--- config.mk ---
export PLATFORM = sky130hd
export DESIGN_NAME = rsi_sqrt_pipe
export DESIGN_NICKNAME = d
export VERILOG_FILES = /design/src/hdl/ray_sphere_intersect_unit_defines.svh /design/src/hdl/rsi_pkg.sv /design/src/hdl/rsi_sqrt_pipe.sv
export SDC_FILE = /design/constraint.sdc
export NUM_CORES = 2
export LEC_CHECK = 0
export BUFFER_PORTS_ARGS = -buffer_cell sky130_fd_sc_hd__buf_2
export CAP_MARGIN = 20
export CORE_ASPECT_RATIO = 0.7
export CORE_UTILIZATION = 55
export CTS_CLUSTER_SIZE = 40
export DETAILED_ROUTE_END_ITERATION = 7
export GPL_TIMING_DRIVEN = 0
export PLACE_DENSITY_LB_ADDON = 0.3
export SYNTH_ARGS = -nofsm -noshare
export SYNTH_HDL_FRONTEND = slang
export SYNTH_SLANG_ARGS = --single-unit
--- constraint.sdc ---
create_clock -name clock -period 4.4 [get_ports clock]
set_input_delay 0.22 -clock clock [delete_from_list [all_inputs] [get_ports clock]]
set_output_delay 0.22 -clock clock [all_outputs]
set_load 0.01 [all_outputs]
--- src/hdl/ray_sphere_intersect_unit_defines.svh ---
// Assertion macros shared by the ray/sphere unit RTL.
// No dependencies; included by files that carry concurrent checks.
`ifndef RAY_SPHERE_INTERSECT_UNIT_DEFINES_SVH
`define RAY_SPHERE_INTERSECT_UNIT_DEFINES_SVH

`ifndef NO_ASSERTIONS

// check with reset masking
`define RSI_ASSERT(label, clk, rst, prop, msg) \
   label: assert property (@(posedge clk) disable iff (rst) prop) else $error(msg);

// check that also covers the reset cycles
`define RSI_ASSERT_NR(label, clk, prop, msg) \
   label: assert property (@(posedge clk) prop) else $error(msg);

`else

`define RSI_ASSERT(label, clk, rst, prop, msg)
`define RSI_ASSERT_NR(label, clk, prop, msg)

`endif

`endif

--- src/hdl/rsi_pkg.sv ---
// Types, constants and saturation helpers for the ray/sphere unit.
// No dependencies; used by every module of the unit but rsi_delay.
`default_nettype none

package rsi_pkg;

   localparam int Q_W        = 32;
   localparam int Q_FRAC     = 16;
   localparam int SQRT_IN_W  = 48;
   localparam int SQRT_OUT_W = 24;
   localparam int SQRT_LAT   = SQRT_OUT_W;
   localparam int DIV_N_W    = 49;
   localparam int DIV_D_W    = 31;
   localparam int DIV_LAT    = DIV_N_W;
   localparam int CSR_IDX_W  = 2;
   localparam int CSR_DATA_W = 32;

   localparam logic [DIV_D_W-1:0] RADIUS_RESET = 31'd65536;

   localparam logic signed [65:0] SAT_HI = 66'sd2147483647;
   localparam logic signed [65:0] SAT_LO = -66'sd2147483648;

   typedef enum logic [CSR_IDX_W-1:0] {
      CSR_CENTER_X = 2'd0,
      CSR_CENTER_Y = 2'd1,
      CSR_CENTER_Z = 2'd2,
      CSR_RADIUS   = 2'd3
   } csr_idx_type;

   typedef struct packed {
      logic signed [31:0] origin_x;
      logic signed [31:0] origin_y;
      logic signed [31:0] origin_z;
      logic signed [31:0] dir_x;
      logic signed [31:0] dir_y;
      logic signed [31:0] dir_z;
      logic signed [31:0] t_low;
      logic signed [31:0] t_high;
   } req_type;

   typedef struct packed {
      logic               hit_found;
      logic signed [31:0] hit_distance;
      logic signed [31:0] hit_x;
      logic signed [31:0] hit_y;
      logic signed [31:0] hit_z;
      logic signed [31:0] normal_x;
      logic signed [31:0] normal_y;
      logic signed [31:0] normal_z;
      logic               front_face;
   } rsp_type;

   function automatic logic signed [31:0] sat32(input logic signed [65:0] x);
      if (x > SAT_HI) begin
         return 32'sh7fffffff;
      end else if (x < SAT_LO) begin
         return 32'sh80000000;
      end else begin
         return x[31:0];
      end
   endfunction

   // quotient magnitude with sign applied, clamped to 32 bits
   function automatic logic signed [31:0] sdiv_sat(input logic neg,
                                                   input logic [DIV_N_W-1:0] q);
      logic signed [65:0] sx;
      sx = $signed(66'(q));
      return sat32(neg ? -sx : sx);
   endfunction

endpackage

`default_nettype wire

--- src/hdl/rsi_sqrt_pipe.sv ---
// Pipelined integer square root, one result bit per stage.
// Depends on rsi_pkg for widths and latency.
`default_nettype none

module rsi_sqrt_pipe (
   input  logic                            clock,
   input  logic                            en,
   input  logic [rsi_pkg::SQRT_IN_W-1:0]   radicand,
   output logic [rsi_pkg::SQRT_OUT_W-1:0]  root
);

   import rsi_pkg::*;

   logic [SQRT_IN_W-1:0] rem_ff [SQRT_LAT];
   logic [SQRT_IN_W-1:0] res_ff [SQRT_LAT];

   for (genvar k = 0; k < SQRT_LAT; k++) begin : g_stage
      localparam logic [SQRT_IN_W-1:0] BIT = SQRT_IN_W'(1) << (SQRT_IN_W - 2 - 2 * k);
      logic [SQRT_IN_W-1:0] rem_prev, res_prev, trial, rem_in, res_in;

      if (k == 0) begin : g_first
         assign rem_prev = radicand;
         assign res_prev = '0;
      end else begin : g_next
         assign rem_prev = rem_ff[k-1];
         assign res_prev = res_ff[k-1];
      end

      always_comb begin
         trial = res_prev + BIT;
         if (rem_prev >= trial) begin
            rem_in = rem_prev - trial;
            res_in = (res_prev >> 1) + BIT;
         end else begin
            rem_in = rem_prev;
            res_in = res_prev >> 1;
         end
      end

      always_ff @(posedge clock) begin
         if (en) begin
            rem_ff[k] <= rem_in;
            res_ff[k] <= res_in;
         end
      end
   end

   assign root = res_ff[SQRT_LAT-1][SQRT_OUT_W-1:0];

endmodule

`default_nettype wire

==> impl_metrics.toml <==
[status]
status = "completed"

[worst_hold_path]
holdCritStartpoint = "radicand[40]"
hp-class = "in2reg"

[timing]
fmax_ghz = 0.240
slew_headroom_pct = 25.7
fin_ws_ns = 0.242
max_slew.worst_pin.slew_ns = 1.11
rsz0062_at_grt = "no"
timing.hold.ws_ns = 0.172
finalHoldViolCount = 0
min_period_over_period_pct = 94.5
fin_skew_ns = 0.0288
setup_viol_count_final = 0
layout_min_cycle_time_ns = 4.16
drv_slew = 0

[placement]
place_ws_ns = -0.127
portBuffers = 73
gp_congestion = 0.926
hpwl_um = 104000

[synth]
async_flop_share_pct = 0
ys.flop_type = "edfxtp_1"
synth-seq-area-share_pct = 62.9
synth_cell_type_count = 89
synth-seq-cells = 1404
syn-num-nets = 5629
ys.warnings.count = 0
syn-instance-count = 5257
syn_area_um2 = 67000
synth-edff-count = 1404
syn_area_per_cell_um2 = 12.8

[drt]
vias_per_cell = 5.90
wl_per_cell_um = 20.0
wl_um = 145000
detail-route-antenna-nets = 0
drc = 0
drt_first_pass_iters = 6
drt_iter0_drc = 4734
via_count = 42761

[critical_path]
reg2reg_from = "rem_ff[2][223]"
crit_start = "rem_ff[2][223]"
criticalPathCategory = "reg2reg"
cpMaxStageDelayCell = "or4_1"
path_delay_family = "simple AND/OR/NAND/NOR gates"
start_kind = "register"
path_buf_inv = 2
worstPathRequired_ns = 4.87
crit_path_cell_trace = "or4_1, nor3_1, nand3_1, nor4_1, o211a_1, buf_2, clkbuf_1, o21ai_0"
critical_path.max_fanout = 10
slowest_delay_ns = 0.71
cp.arrival_ns = 4.63
worstSetupEndpointType = "register"

[finish]
area_growth_pct = 11.2
final_nets = 5899
final_cell_mix = "edfxtp_1, inv_1, nor2_1"
drive_gt1_share_pct = 6.70
final_common_cell = "edfxtp_1"
nFillCells = 9212

[clocking]
cts_made_buffers = 133
clk_latency_ns = 0.77
cts.sinks = 1404
htree_levels = 4
clock_path_buffers = 3
cts_setup_buffers = 0
clockRootBuffer = "clkbuf_16"
clkTransAtPathRegs_ns = 0.06
cts_tree = "built"

[floorplan]
die_h_um = 294
start_util_pct = 55.8
placementRows = 106
core_um2 = 120000
die_w_um = 419
dieArea_um2 = 123000
ios = 74

[global_route]
grt_use_total_pct = 23.4
grt_pass1_wl_um = 226000
grt.overflow.total = 0
grt_max_degree = 184
antenna_found_initial = 5
grt_pass1_vias = 40768

[power]
p_leak_uw = 0.0280
ir_worst_vdd_mv = 0.407
power_density_nw_per_um2 = 491

[run]
cap_violations = 0
-- sequential cells by signal, indices dropped and copies added (netlist names) --
| name | flops |
|---|---|
| rem_ff | 1104 |
| res_ff | 300 |
-- area by class of cell --
type	count	area, um2	area share [%]
Clock inverter	76	873	1.17
Timing Repair Buffer	135	1130	1.51
Multi-Input combinational cell	3368	23000	30.9
Buffer	92	392	0.525
Inverter	393	1480	1.99
Tap cell	1620	2030	2.72
Clock buffer	160	3490	4.69
Antenna cell	2	5.00	0.00671
Sequential cell	1404	42200	56.5
-- cell families after synthesis --
group	share of synthesized area, %
buffers and inverters	2.79
adders and majority gates	6.01
xor gates and xnor gates	6.15
DFF	62.9
AOI/OAI and AO/OA	9.26
muxes	0.918
and+or+nand+nor	12.0
-- path summary, 6_finish.rpt --
check                                       to  slack (ns)  cells past startpoint
worst max-delay path            rem_ff[2][262]        0.24                      8
worst min-delay path             rem_ff[0][40]        0.17                      2
worst max register to register  rem_ff[2][262]        0.24                      8
worst min register to register  res_ff[2][123]        0.44                      0
-- cell usage after synthesis, drive strengths merged, types with 40 or more instances --
cell type	n	share of area [%]
nand2	333	1.9
xor2	228	3.0
xnor2	243	3.2
o31ai	41	0.46
mux2	45	0.78
o21a	58	0.65
nor4	169	1.6
edfxtp	1404	63
clkbuf	71	0.40
o21ai	235	1.8
nand3	86	0.64
nor3	151	1.1
nand2b	59	0.55
nor2	342	1.9
ha	322	6.0
a21o	105	1.2
or4	50	0.57
nor2b	40	0.37
a21oi	294	2.2
inv	392	2.2
or3	52	0.49
nand4	77	0.72
-- metal layers --
metal / track usage (%) / vias up / part of all wire (%)
li1: - / 20326 / -
met1: 36.0 / 20761 / 48
met2: 34.2 / 1448 / 43
met3: 4.19 / 224 / 7.4
met4: 6.26 / 2 / 1.8
met5: 0 / - / 0.0083
-- what timing repair did --
item	4_1_cts	5_1_grt
gates cloned	0	0
hold buffers	50	0
resized for setup	1	2
setup endpoints to repair	13	23
pin swaps	0	0
hold endpoints to repair	168	0
-- stage by stage --
step | utilization, % | total power (uW) | TNS, ns | area (um2) | instances
3_5_place_dp | 58.0 | 25000 | -0.698 | 69700 | 6961
2_1_floorplan | - | 22800 | 0 | 67000 | 5257
5_1_grt | 62.0 | 38200 | 0 | 74600 | 7249
6_report | 62.1 | 36600 | 0 | 74600 | 7250
3_3_place_gp | 57.8 | 25400 | - | 69400 | 6950
4_1_cts | 62.0 | 36700 | 0 | 74500 | 7247
-- power breakdown --
part	internal, uW	switching [uW]
clock network	6550	5030
registers	16900	1250
logic	2860	4030
total	26300	10300
Note: power is estimated with default switching activity, not from simulation.
